--- config.mk ---
export PLATFORM = sky130hd
export DESIGN_NAME = fcs_wait_queue
export DESIGN_NICKNAME = d
export VERILOG_FILES = /design/src/rtl/core/fcs_pkg.sv /design/src/rtl/core/fcs_wait_queue.sv
export SDC_FILE = /design/constraint.sdc
export NUM_CORES = 1
export LEC_CHECK = 0
export ABC_AREA = 1
export BUFFER_PORTS_ARGS = -buffer_cell sky130_fd_sc_hd__buf_2
export CORE_AREA = 2 2 116 118
export DETAILED_ROUTE_END_ITERATION = 12
export DIE_AREA = 0 0 118 120
export PLACE_DENSITY = 0.58
export SLEW_MARGIN = 20
export SYNTH_ARGS = -nofsm -noshare
export SYNTH_HDL_FRONTEND = slang
export SYNTH_SLANG_ARGS = --single-unit
export TNS_END_PERCENT = 100
--- constraint.sdc ---
create_clock -name clk_i -period 1.35 [get_ports clk_i]
set_input_delay 0.135 -clock clk_i [delete_from_list [all_inputs] [get_ports clk_i]]
set_output_delay 0.135 -clock clk_i [all_outputs]
set_load 0.02 [all_outputs]
--- src/rtl/core/fcs_pkg.sv ---
// Shared types and constants of the FIFO counting semaphore.
`timescale 1ns / 1ps
package fcs_pkg;

  // Payload widths of the request and response words.
  localparam int unsigned IdW    = 4;
  localparam int unsigned CountW = 8;
  localparam int unsigned WaitW  = 5;

  // Largest token count the semaphore holds.
  localparam logic [CountW-1:0] MaxTokens = 8'd255;

  typedef enum logic {
    OpAcquire = 1'b0,
    OpRelease = 1'b1
  } op_e;

  typedef enum logic [1:0] {
    StatOk        = 2'd0,
    StatQueued    = 2'd1,
    StatDropped   = 2'd2,
    StatSaturated = 2'd3
  } status_e;

  typedef enum logic {
    SIdle = 1'b0,
    SExec = 1'b1
  } state_e;

  // Commands from the semaphore core to the wait queue.
  typedef struct packed {
    logic clear;
    logic push;
    logic pop;
  } q_ctrl_t;

endpackage

--- src/rtl/core/fcs_wait_queue.sv ---
// Circular wait queue of requester ids held in a synchronous memory.
`timescale 1ns / 1ps
module fcs_wait_queue
  import fcs_pkg::*;
#(
  parameter int unsigned QUEUE_DEPTH = 16
) (
  input  logic                                 clk_i,
  input  logic                                 rst_ni,
  input  q_ctrl_t                              ctrl_i,
  input  logic [IdW-1:0]                       push_id_i,
  output logic [IdW-1:0]                       head_id_o,
  output logic [$clog2(QUEUE_DEPTH+1)-1:0]     occupancy_o,
  output logic                                 full_o,
  output logic                                 empty_o
);

  localparam int unsigned AddrW = $clog2(QUEUE_DEPTH);
  localparam int unsigned OccW  = $clog2(QUEUE_DEPTH + 1);
  localparam logic [AddrW-1:0] LastSlot = AddrW'(QUEUE_DEPTH - 1);
  localparam logic [OccW-1:0]  DepthOcc = OccW'(QUEUE_DEPTH);

  logic [IdW-1:0]   mem [QUEUE_DEPTH];
  logic [IdW-1:0]   head_rd_q;
  logic [AddrW-1:0] head_q, head_d;
  logic [AddrW-1:0] tail_q, tail_d;
  logic [OccW-1:0]  occ_q, occ_d;

  // Pointer and occupancy updates; clear empties the queue.
  always_comb begin
    head_d = head_q;
    tail_d = tail_q;
    occ_d  = occ_q;
    if (ctrl_i.clear) begin
      head_d = '0;
      tail_d = '0;
      occ_d  = '0;
    end else begin
      if (ctrl_i.push) begin
        tail_d = (tail_q == LastSlot) ? '0 : tail_q + 1'b1;
        occ_d  = occ_q + 1'b1;
      end
      if (ctrl_i.pop) begin
        head_d = (head_q == LastSlot) ? '0 : head_q + 1'b1;
        occ_d  = occ_q - 1'b1;
      end
    end
  end

  always_ff @(posedge clk_i or negedge rst_ni) begin
    if (!rst_ni) begin
      head_q <= '0;
      tail_q <= '0;
      occ_q  <= '0;
    end else begin
      head_q <= head_d;
      tail_q <= tail_d;
      occ_q  <= occ_d;
    end
  end

  // Memory write port at the tail.
  always_ff @(posedge clk_i) begin
    if (ctrl_i.push && !ctrl_i.clear) begin
      mem[tail_q] <= push_id_i;
    end
  end

  // Registered read port, always following the head slot.
  always_ff @(posedge clk_i) begin
    head_rd_q <= mem[head_q];
  end

  assign head_id_o   = head_rd_q;
  assign occupancy_o = occ_q;
  assign full_o      = (occ_q == DepthOcc);
  assign empty_o     = (occ_q == '0);

endmodule

## After elaboration in Yosys (flattened, before gate mapping)

Memory sizes are Yosys's and may differ from the RTL's. A register that Yosys moved wholly into a read port is not among the register bits.
Index checks and enable logic that the tools add are counted.

| storage, ports and cells | value |
|---|---|
| register bits | 13 |
| RAM bits | 64 |
| input bits | 9 |
| output and inout port bits | 11 |
| memories | 1 |

| operators by class | value |
|---|---|
| $add $sub $neg | 4 |
| eq/ne operators | 3 |
| multiplexer cells | 11 |
| reduce and logical (&&, ||, !) cells | 6 |

Memories:

| name | depth | width | rd ports | clocked after Yosys merged registers in | wr ports | RTL line | RTL |
|---|---|---|---|---|---|---|---|
| mem | 16 | 4 | 1 | 1 | 1 | fcs_wait_queue.sv:23 | `logic [IdW-1:0] mem [QUEUE_DEPTH];` |

Operators by type and width:

| operator | number |
|---|---|
| 4-bit 2-to-1 mux | 6 |
| 5-bit 2-to-1 mux | 3 |
| 4-bit by 1-bit adder with 4-bit output, second input constant | 2 |
| 4-bit == test, second input constant | 2 |
| 5-bit by 1-bit adder with 5-bit output, second input constant | 1 |
| 5-bit == test, second input constant | 1 |
| 5-bit zero test | 1 |
| 5-bit by 1-bit subtractor with 5-bit output, second input constant | 1 |
| 2-bit nonzero test | 2 |
| 3-bit nonzero test | 1 |
| 1-bit 2-to-1 mux | 2 |
| 1-bit logical AND | 1 |
| 1-bit zero test | 1 |

## Longest topological paths before layout

Gate-level depths: netlist of the first run.

| depth | value |
|---|---|
| word-level depth | 4 |
| depth in mapped cells | 10 |
| gate-level depth less buffers | 8 |

## Worst setup path before layout of the first run

OpenSTA, ideal clock, no wires.

| timing | value |
|---|---|
| kind | register to register |
| start | register occ_q[0] (netlist: occupancy_o[0]) |
| end | register occ_q[4] (netlist: occupancy_o[4]) |
| setup time | 0.117 ns |
| arrival | 1.324 ns |
| required time | 1.233 ns |
| path slack | -0.091 ns |
| cell stages (with the launch flop) | 7 |
| cell sequence | dfrtp_1 inv_1 fa_1 nor2_1 o21ai_0 nand3_1 nand2_1 |

| on the way | value |
|---|---|
| cells in the longest elaborated chain, start to end | 4 |

Ends and longest elaborated chain:

| what | RTL line | RTL |
|---|---|---|
| from (decl) | fcs_wait_queue.sv:27 | `logic [OccW-1:0] occ_q, occ_d;` |
| from (signal assigned) | fcs_wait_queue.sv:54 | `occ_q <= '0;` |
| from (signal assigned) | fcs_wait_queue.sv:58 | `occ_q <= occ_d;` |
| 5-bit by 1-bit adder with 5-bit output | fcs_wait_queue.sv:41 | `occ_d = occ_q + 1'b1;` |
| 5-bit 2-to-1 mux | fcs_wait_queue.sv:39 | `if (ctrl_i.push) begin` |
| 5-bit 2-to-1 mux (*) | fcs_wait_queue.sv:43 | `if (ctrl_i.pop) begin` |
| 5-bit 2-to-1 mux (*) | fcs_wait_queue.sv:34 | `if (ctrl_i.clear) begin` |

Mark *: on every way between the ends. The rest lies on a longest branch, timed or not. The select of a mux whose other input is x is not followed.
A chain may end at the register's enable or synchronous reset.

## Worst setup path in the final report of the first run

| timing | value |
|---|---|
| start | register occ_q[2] (netlist: occupancy_o[2]) |
| end | output port full_o |

| on the way | value |
|---|---|
| cells in the longest elaborated chain, start to end | 1 |

Ends and longest elaborated chain:

| what | RTL line | RTL |
|---|---|---|
| 5-bit == test | fcs_wait_queue.sv:76 | `assign full_o = (occ_q == DepthOcc);` |
| to (decl) | fcs_wait_queue.sv:14 | `output logic full_o,` |

Every way passes these cells.

==> metrics.cfg, run 1 <==
[finish]
layout.nets=475
final_layout_size_suffix_gt1_share_pct=24.5
final_common_cell=nand2_1
fin_area_sq_um=4830
final_cell_mix=nand2_1 (120), inv_1 (72), edfxtp_1 (64)
diodes=0
final_core_util_pct=37.2
fill_cells=1322
multiInputGateArea_sq_um=1240
syn_to_final_growth_pct=27.6
ff_latch_area_sq_um=2330

[synthesis]
ys_ff_latch=81
synthesis.area_sq_um=3790
ys_seq_area_share_pct=61.4
synth_area_per_cell_sq_um=9.42
synth_edf_count=64
synth-async-reset-ratio_pct=16.0
synth_nets=420
yosys.area.top_type=edfxtp_1
ys.flop_type=edfxtp_1
ys_types=23
netlist.area_leader.share_pct=50.7
ys_warn_count=0
synth.area.top_cells=edfxtp_1 (51%), nand2_1 (12%), dfrtp_1 (8.6%)
synth_cells=402

[sta]
fin_crit_sh_pct=103
setup_ws_ns=-0.0415
hold_viol=0
clock-skew-final_ns=0.00619
slew_headroom_pct=68.1
setup_violations=19
finalSetupTns_ns=-0.312
worst_pin_slew_ns=0.478
min_period_ns=1.39
fmax_mhz=719
rsz0062_at_grt=true
timing_max_transition_violations_final=0

[floorplan]
io_pins=20
design.core.area_sq_um=13000
die_area_sq_um=14200
die_w_um=118
rows=42
die_h_um=120
start_util_pct=29.2

[clock_network]
clock_latency_ns=0.34
cts_tree=done
cts_buffer_depth=2
clock_sinks=81
cts.reportedPaths.clkPinSlew_ns=0.06
htree_levels=3
cts_made_buffers=9
cts_root_buffer=clkbuf_16

[global_route]
grt_util_all_layers_pct=12.4
grt_max_degree=23
first_global_vias=2767
overflow=0
antenna_found_initial=0
grt_pass1_wl_um=13500

[detailed_routing]
num_vias=2765
vias_per_cell=4.33
drt-total-wl_um=8430
drt_iter0_drc=118
wl_per_cell_um=13.2
first_pass_iters=5
postRouteAntennaNets=0
drc=0

[power_and_ir_drop]
power_uw=6170
p_per_area_nw_per_um2=1280
leakagePower_uw=0.00215
max-vdd-ir-drop_mv=0.533

[worst_setup_path]
cp_max_fo=3
reg2reg_to=mem[8][2]$_DFFE_PP_
worstPathArrival_ns=1.26
worst_setup_path_start_kind=flop
critPathKind=reg2out
cp-end-kind=primary output
r2r.worst_path.cells=5
reg2reg_slack_ns=-0.02
r2r_start=tail_q[1]$_DFFE_PN0P_
worst-endpoint-required_ns=1.22

[placed_design]
post_dp_cell_area_sq_um=4260
gp_congestion=0.811
detailed_place_hpwl_um=5850
port_buffers=19
place_ws_ns=-0.158

[worst_hold_path]
min_path_cells=4
hp-start=ctrl_i[2]
whs_endpoint=head_q[0]$_DFFE_PN0P_
hp-class=in2reg

[run_status]
violations=negative setup slack
status=finished, violations left

[run]
maxCapViolCount=0

## per-layer routing
metal | wire (um) | share of wire [%] | track usage, % | vias to the layer above
li1 | - | - | - | 1387
met1 | 3650 | 43 | 14.5 | 1299
met2 | 4210 | 50 | 21.7 | 65
met3 | 402 | 4.8 | 2.90 | 14
met4 | 170 | 2.0 | 5.57 | 0
met5 | 0 | 0 | 0 | -
## through the flow
step | std cells | hold slack [ns]
3_5_place_dp | 618 | 0.0534
4_1_cts | 638 | 0.178
5_1_grt | 638 | 0.204
2_1_floorplan | 402 | -0.161
3_3_place_gp | 618 | 0.0437
6_report | 638 | 0.182
## cells in the mapped netlist, types with 3 or more instances
library cell,number
ha_1,8
buf_6,5
o21ai_0,11
edfxtp_1,64
buf_4,5
nor2_1,24
dfxtp_1,4
dfrtp_1,13
a21oi_1,4
nand3_1,47
o22ai_1,3
nand2_1,126
inv_1,78
## worst max-delay path by stage
stage	startpoint	endpoint	slack [ns]	cells past startpoint
global placement	tail_q[0]$_DFFE_PN0P_	mem[7][0]$_DFFE_PP_	-0.15	3
CTS	occupancy_o[3]$_DFFE_PN0P_	full_o	-0.06	4
finish	occupancy_o[2]$_DFFE_PN0P_	full_o	-0.04	4
detailed placement	tail_q[0]$_DFFE_PN0P_	mem[7][0]$_DFFE_PP_	-0.16	3
floorplan	occupancy_o[0]$_DFFE_PN0P_	occupancy_o[4]$_DFFE_PN0P_	0.0004	6
global route	occupancy_o[1]$_DFFE_PN0P_	full_o	-0.13	4
## kinds of logic after synthesis
logic type / count (synthesis) / share of synthesized area [%]
simple gates: 201 / 21.9
xor+xnor: 1 / 0.231
fa+ha+maj: 9 / 3.17
compound gates: 19 / 2.68
buf+inv: 91 / 10.6
flops: 81 / 61.4
## sequential cells by signal (all words and copies together), names as in the netlist
name	cells
occupancy_o	5
tail_q	4
mem	64
head_q	4
head_id_o	4
## report_power, final
group | total [uW] | switching [uW] | internal [uW]
registers | 2840 | 66.3 | 2780
clock network | 2390 | 958 | 1430
logic | 940 | 565 | 375
## area by class of cell
cell class                      instances  share of cell area, %
Inverter                               80                   6.37
Timing Repair Buffer                   55                   8.96
Clock inverter                          7                   1.45
Clock buffer                            9                   4.66
Tap cell                              176                   4.56
Sequential cell                        81                   48.3
Multi-Input combinational cell        230                   25.7
## critical path, stage by stage (launching register included)
cell and delay, ns:
dfrtp_1 0.41, inv_1 0.08, nand4_1 0.15, nor2_1 0.14, buf_4 0.15
## what timing repair did
| item | in CTS | in global routing |
|---|---|---|
| hold buffers | 1 | 0 |
| pin swaps | 3 | 11 |
| resized for setup | 20 | 47 |
| gates cloned | 0 | 1 |
| endpoints found under the setup margin | 60 | 68 |
| hold endpoints to repair | 13 | 0 |
| setup buffers | 3 | 1 |
Power figures use the tool's default switching activity.
==> inputs of run 2 (changes only) <==
--- a/config.mk
+++ b/config.mk
@@ -10,7 +10,7 @@
 export CORE_AREA = 2 2 116 118
 export DETAILED_ROUTE_END_ITERATION = 12
 export DIE_AREA = 0 0 118 120
-export PLACE_DENSITY = 0.58
+export PLACE_DENSITY = 0.56
 export SLEW_MARGIN = 20
 export SYNTH_ARGS = -nofsm -noshare
 export SYNTH_HDL_FRONTEND = slang
==> constraint.sdc (replaced) <==
create_clock -name clk_i -period 1.5 [get_ports clk_i]
set_input_delay 0.15 -clock clk_i [delete_from_list [all_inputs] [get_ports clk_i]]
set_output_delay 0.15 -clock clk_i [all_outputs]
set_load 0.02 [all_outputs]
==> run 2 against run 1 <==
Compared with the run above:
- final area fell by 7.1%
- critical path type is now reg2reg
- highest routed layer unchanged
- the run now ends clean
- largest cell class unchanged
- combinational power fell by 27%
- final cell count fell by 3.6%
- register-to-register slack improved by 0.04 ns
- total power fell by 12%
- clock skew rose by 0.0038 ns
- global-route usage fell by 0.57 points
- sequential share of layout area rose by 3.6 points
- sequential power fell by 10%
- die area did not move
==> metrics.cfg, run 2 (synthesis results as in run 1) <==
[run_status]
status=finished clean

[global_route]
grt_util_all_layers_pct=11.8  ; -0.57 points
grt_pass1_wl_um=12700  ; -5.6%
first_global_vias=2544  ; -8.1%
grt_max_degree=35  ; +52%
antenna_found_initial=0  ; unchanged
overflow=0  ; unchanged

[detailed_routing]
drt-total-wl_um=7940  ; -5.8%
vias_per_cell=4.24  ; -2.2%
wl_per_cell_um=12.9  ; -2.3%
postRouteAntennaNets=0  ; unchanged
first_pass_iters=4  ; -1
drt_iter0_drc=193  ; +64%
num_vias=2606  ; -5.8%
drc=0  ; unchanged

[placed_design]
place_ws_ns=-0.103  ; +0.0551 ns
gp_congestion=0.759  ; -6.3%
post_dp_cell_area_sq_um=4090  ; -4.1%
dp.cells=597  ; -3.4%
detailed_place_hpwl_um=5620  ; -3.9%
port_buffers=19  ; unchanged

[finish]
fill_cells=1310  ; -0.91%
final_common_cell=nand2_1
top_register=mem
final_layout_size_suffix_gt1_share_pct=14.4  ; -10 points
final_cells=615  ; -3.6%
diodes=0  ; unchanged
final_cell_mix=nand2_1 (125), inv_1 (76), edfxtp_1 (64)
largest_reg_flops=64  ; unchanged
fin_area_sq_um=4490  ; -7.1%
layout.nets=452  ; -4.8%
syn_to_final_growth_pct=18.5

[clock_network]
cts_root_buffer=clkbuf_16
cts_tree=done
clock_sinks=81  ; unchanged
cts.reportedPaths.clkPinSlew_ns=0.06  ; about the same
cts_buffer_depth=2  ; unchanged
htree_levels=3  ; unchanged
clock_latency_ns=0.33  ; about the same
cts_made_buffers=9  ; unchanged

[floorplan]
io_pins=20  ; unchanged
die_w_um=118  ; unchanged
start_util_pct=29.2  ; unchanged
design.core.area_sq_um=13000  ; unchanged
die_h_um=120  ; unchanged
die_area_sq_um=14200  ; unchanged
rows=42  ; unchanged

[worst_setup_path]
path_cells=inv_2 -> ha_1 -> nand2_1 -> nor2_4
cp-end-kind=flop
worst_setup_path_start_kind=flop
worstPathArrival_ns=1.51  ; +0.25 ns
worst-endpoint-required_ns=1.53  ; +0.31 ns
cp_max_fo=5  ; +2
slowest_delay_ns=0.44  ; +0.03 ns
critPathKind=reg2reg
cp_slowest_cell=dfrtp_2

[sta]
clock-skew-final_ns=0.0100  ; +0.00383 ns
timing_max_transition_violations_final=0  ; unchanged
setup_violations=0  ; -19
fmax_mhz=674
finalSetupTns_ns=0  ; +0.312 ns
fin_crit_sh_pct=98.9
rsz0062_at_grt=true
hold_viol=0  ; unchanged
slew_headroom_pct=70.2  ; +2.1 points
worst_pin_slew_ns=0.446  ; -0.0314 ns
min_period_ns=1.48
setup_ws_ns=0.0165  ; +0.0580 ns

[power_and_ir_drop]
p_per_area_nw_per_um2=1210  ; -5.2%
leakagePower_uw=0.00200  ; -6.8%
max-vdd-ir-drop_mv=0.663  ; +24%

[run]
maxCapViolCount=0  ; unchanged

[worst_hold_path]
hp-class=in2reg

==> run 2: cell types whose count changed in the layout (fill, tap and decap cells not counted), sizes merged <==
cell	delta
clkbuf	+5
buf	-22
clkinvlp	-1
clkinv	-3
bufinv	-1
inv	-1
==> run 2: metrics by stage <==
stage / power, uW / hold slack, ns / utilization [%]
floorplan: 3050 / -0.146 / -
global placement: 3260 / 0.0578 / 31.5
detailed placement: 3260 / 0.0640 / 31.5
CTS: 5470 / 0.106 / 34.2
global route: 5680 / 0.145 / 34.6
finish: 5430 / 0.135 / 34.6
==> run 2: final cells by class <==
| class | instances | area, sq um | share of cell area, % |
|---|---|---|---|
| flip-flops and latches | 81 | 2330 | 51.9 |
| multi-input cells | 230 | 1120 | 25.0 |
| clock buffers | 15 | 310 | 6.91 |
| inverters | 80 | 303 | 6.75 |
| well taps | 176 | 220 | 4.91 |
| repair buffers | 32 | 200 | 4.46 |
| clock inverters | 1 | 5.00 | 0.112 |
==> run 2: worst max-delay path: cells and delay by family (launching register included) <==
family        cells  cell delay [ns]
simple gates      2             0.50
flops             1             0.44
fa+ha+maj         1             0.15
buf+inv           1             0.09
==> run 2: worst paths after layout <==
check	from	endpoint	slack (ns)	depth (start not counted)
max	tail_q[0]$_DFFE_PN0P_	mem[10][1]$_DFFE_PP_	0.02	4
min	ctrl_i[1]	tail_q[2]$_DFFE_PN0P_	0.13	3
max reg2reg	tail_q[0]$_DFFE_PN0P_	mem[10][1]$_DFFE_PP_	0.02	4
min reg2reg	occupancy_o[0]$_DFFE_PN0P_	occupancy_o[0]$_DFFE_PN0P_	0.56	1
max in group asynchronous	rst_ni	tail_q[0]$_DFFE_PN0P_	1.00	2
min in group asynchronous	rst_ni	occupancy_o[0]$_DFFE_PN0P_	0.24	2
==> run 2: power breakdown <==
| part | switching, uW | internal (uW) |
|---|---|---|
| sequential | 52.6 | 2500 |
| clock | 785 | 1410 |
| combinational | 452 | 234 |
==> run 2: per-layer routing <==
layer | wire length, um | up-vias | global-route usage, %
met5 | 0 | - | 0
met4 | 92 | 0 | 5.27
met3 | 255 | 5 | 2.33
met2 | 3780 | 41 | 19.4
met1 | 3820 | 1218 | 15.2
li1 | - | 1342 | -
==> run 2: what timing repair did <==
action                                  CTS  global route
endpoints found under the setup margin   32            62
gates resized for setup                  11            11
pin swaps                                 0             1
endpoints found under the hold margin    13             0
gates cloned                              0             0
hold buffers                              1             0
buffers inserted                          0             1
==> inputs of run 3 (changes only) <==
--- a/config.mk
+++ b/config.mk
@@ -5,12 +5,13 @@
 export SDC_FILE = /design/constraint.sdc
 export NUM_CORES = 1
 export LEC_CHECK = 0
-export ABC_AREA = 1
 export BUFFER_PORTS_ARGS = -buffer_cell sky130_fd_sc_hd__buf_2
-export CORE_AREA = 2 2 116 118
+export CORE_AREA = 2 2 110 112
 export DETAILED_ROUTE_END_ITERATION = 12
-export DIE_AREA = 0 0 118 120
-export PLACE_DENSITY = 0.56
+export DIE_AREA = 0 0 112 114
+export GPL_ROUTABILITY_DRIVEN = 0
+export HOLD_SLACK_MARGIN = 0.03
+export PLACE_DENSITY = 0.57
 export SLEW_MARGIN = 20
 export SYNTH_ARGS = -nofsm -noshare
 export SYNTH_HDL_FRONTEND = slang
==> run 3 against run 2 <==
Compared with the run above:
- clock-buffer cell count down 6
- die area is 9.8% lower
- routed wire length down 14%
- total power decreased by 0.74%
- area after synthesis down 9.4%
- register-to-register slack worse by 0.19 ns
- first-iteration DRC count down 56%
- sequential share of layout area is 0.82 points higher
- clock power hardly changed
- critical path type unchanged
- global-route usage decreased by 0.34 points
- the run now ends with negative setup slack left
==> metrics.cfg, run 3 <==
[run_status]
status=finished, violations left
violations=negative setup slack

[floorplan]
die_area_sq_um=12800  ; -9.8%
rows=40  ; -4.8%
start_util_pct=29.3  ; +0.13 points
die_h_um=114  ; -5.0%
design.core.area_sq_um=11700  ; -9.8%
die_w_um=112  ; -5.1%
io_pins=20  ; unchanged

[clock_network]
cts_root_buffer=clkbuf_16
clock_latency_ns=0.34  ; about the same
clock_sinks=81  ; unchanged
htree_levels=3  ; unchanged
cts_made_buffers=9  ; unchanged
cts_buffer_depth=2  ; unchanged
cts_tree=done
cts.reportedPaths.clkPinSlew_ns=0.07  ; about the same

[synthesis]
yosys.area.top_type=edfxtp_1
synthMostInstantiatedCell=edfxtp_1
synth-simple-area-share_pct=8.57  ; -13 points
synth_cells=215  ; -47%
synthMuxAreaShare_pct=12.2  ; +12 points
ys_ff_latch=81  ; unchanged
ys_warn_count=0  ; unchanged
synthXorXnorAreaFrac_pct=1.02  ; +0.79 points
synth-async-reset-ratio_pct=16.0  ; unchanged
synthTopCellsByCount=edfxtp_1 (64), nor2_1 (29), nand2_1 (14)
synth.area.top_cells=edfxtp_1 (56%), dfrtp_1 (9.5%), mux4_1 (6.1%)
synth_fa_ha_area_share_pct=3.50  ; +0.33 points
synth_compound_area_share_pct=4.85  ; +2.2 points
ys_types=38  ; +65%
synth_area_per_cell_sq_um=16.0  ; +69%
synthesis.area_sq_um=3430  ; -9.4%
ys.flop_type=edfxtp_1
synth_nets=233  ; -45%
synth_top_family_by_area=multiplexers
ys_seq_area_share_pct=67.8  ; +6.4 points
netlist.area_leader.share_pct=56.0  ; +5.3 points
synth_edf_count=64  ; unchanged

[worst_setup_path]
cp-end-kind=flop
worst_setup_path_start_kind=flop
slowest_delay_ns=0.40  ; -0.04 ns
cp_slowest_cell=dfrtp_2
path_buf_inv=2  ; +1
r2r_start=occupancy_o[1]$_DFFE_PN0P_
critPathKind=reg2reg
critical_path.startpoint=occupancy_o[1]$_DFFE_PN0P_
worstPathArrival_ns=1.90  ; +0.39 ns
cp_max_fo=4  ; -1
worst-endpoint-required_ns=1.72  ; +0.19 ns
path_cells=buf_4 -> buf_6 -> ha_1 -> a21o_1 -> a21oi_2 -> nor4bb_2 -> a311o_1
critPathTopFamily=compound AO/OA/AOI/OAI gates

[power_and_ir_drop]
power.switching_uw=1280  ; -0.41%
power_frac_comb_pct=12.3  ; -0.3 points
leakagePower_uw=0.00160  ; -20%
p_per_area_nw_per_um2=1220  ; +0.66%
max-vdd-ir-drop_mv=0.727  ; +9.7%
p_int_uw=4110  ; -0.84%
p_seq_share_pct=47.0  ; about the same
clock_power_share_pct=40.8  ; +0.4 points
swShare_pct=23.8  ; +0.080 points

[finish]
final_layout_size_suffix_gt1_share_pct=38.0  ; +24 points
fill_cells=1080  ; -18%
largest_reg_flops=64  ; unchanged
final_common_cell=edfxtp_1
layout.nets=292  ; -35%
top_register=mem
diodes=0  ; unchanged
syn_to_final_growth_pct=28.9
final_cell_mix=edfxtp_1 (64), buf_4 (28), nor2_1 (27)

[sta]
hold_viol=0  ; unchanged
rsz0062_at_grt=true
timing_max_transition_violations_final=0  ; unchanged
finalSetupTns_ns=-0.964  ; -0.964 ns
fmax_mhz=596  ; -12%
slew_headroom_pct=68.6  ; -1.5 points
setup_violations=9  ; +9
min_period_ns=1.68  ; +0.195 ns
clock-skew-final_ns=0.00874  ; -0.00128 ns
setup_ws_ns=-0.178  ; -0.195 ns
timing.hold.ws_ns=0.202  ; +0.0674 ns
fin_crit_sh_pct=112  ; +13 points
worst_pin_slew_ns=0.469  ; +0.0232 ns

[global_route]
first_global_vias=2014  ; -21%
grt_util_met2_pct=18.8  ; -0.58 points
overflow=0  ; unchanged
grtUsageMet1_pct=14.8  ; -0.45 points
grt_use_met3_pct=3.83  ; +1.5 points
grt_util_all_layers_pct=11.5  ; -0.34 points
grt_max_degree=17  ; -51%
busiest_layer=met2
antenna_found_initial=0  ; unchanged
grt_pass1_wl_um=10900  ; -14%

[detailed_routing]
wl_per_cell_um=16.0  ; +24%
drt-total-wl_um=6830  ; -14%
drc=0  ; unchanged
first_pass_iters=4  ; unchanged
vias_per_cell=4.62  ; +9.1%
drt_iter0_drc=84  ; -56%
postRouteAntennaNets=0  ; unchanged
num_vias=1969  ; -24%

[worst_hold_path]
hp-class=in2reg
hp-start=ctrl_i[2]

[placed_design]
detailed_place_hpwl_um=4580  ; -18%
place_ws_ns=-0.119  ; -0.0167 ns
port_buffers=19  ; unchanged

[run]
maxCapViolCount=0  ; unchanged

## run 3: layout make-up
type | count | area [sq um] | share of cell area [%]
multi-input cells | 120 | 1120 | 25.4
inverters | 7 | 26.3 | 0.594
flip-flops and latches | 81 | 2330 | 52.7
well taps | 147 | 184 | 4.16
clock inverters | 7 | 77.6 | 1.75
repair buffers | 55 | 458 | 10.3
clock buffers | 9 | 225 | 5.09
## run 3: cells by family after synthesis
logic type,Yosys count
compound gates,25
xor+xnor,4
fa+ha+maj,9
buf+inv,14
flops,81
mux,19
simple gates,63
## run 3: repair_timing
action	4_1_cts	5_1_grt
hold buffers	1	0
endpoints found under the setup margin	8	40
gates cloned	1	0
buffers inserted	6	0
pin swaps	9	1
resized for setup	19	7
endpoints found under the hold margin	13	0
## run 3: worst min-delay path, cell delays in order
cell	delay, ns
buf_2	0.09
buf_4	0.20
a21oi_1	0.06
## run 3: final timing paths
| path | end | slack (ns) | cells past startpoint |
|---|---|---|---|
| min in group asynchronous | occupancy_o[2]$_DFFE_PN0P_ | 0.24 | 2 |
| setup reg to reg | occupancy_o[3]$_DFFE_PN0P_ | -0.18 | 7 |
| hold reg to reg | occupancy_o[3]$_DFFE_PN0P_ | 0.60 | 1 |
| setup / recovery | occupancy_o[3]$_DFFE_PN0P_ | -0.18 | 7 |
| max in group asynchronous | occupancy_o[0]$_DFFE_PN0P_ | 1.00 | 2 |
| hold / removal | head_q[3]$_DFFE_PN0P_ | 0.20 | 3 |
## run 3: power by group through the flow
stage,Sequential (uW),Combinational (uW),Clock (uW)
after detailed placement,2580,544,0
final,2530,661,2200
after global placement,2580,535,0
after floorplan,2620,311,0
after global routing,2540,723,2330
after CTS,2530,652,2260
## run 3: per-stage QoR
stage,total power (uW),area (sq um),std cells,util (%)
after floorplan,2930,3460,215,-
after global placement,3110,3930,402,33.6
after detailed placement,3120,3930,402,33.6
after CTS,5440,4400,426,37.5
after global routing,5600,4430,426,37.8
final,5390,4430,426,37.8
## run 3: layer usage
| layer | part of all wire, % | wire length [um] |
|---|---|---|
| met5 | 0 | 0 |
| met4 | 1.0 | 70 |
| met3 | 4.0 | 271 |
| met2 | 47 | 3240 |
| met1 | 48 | 3250 |
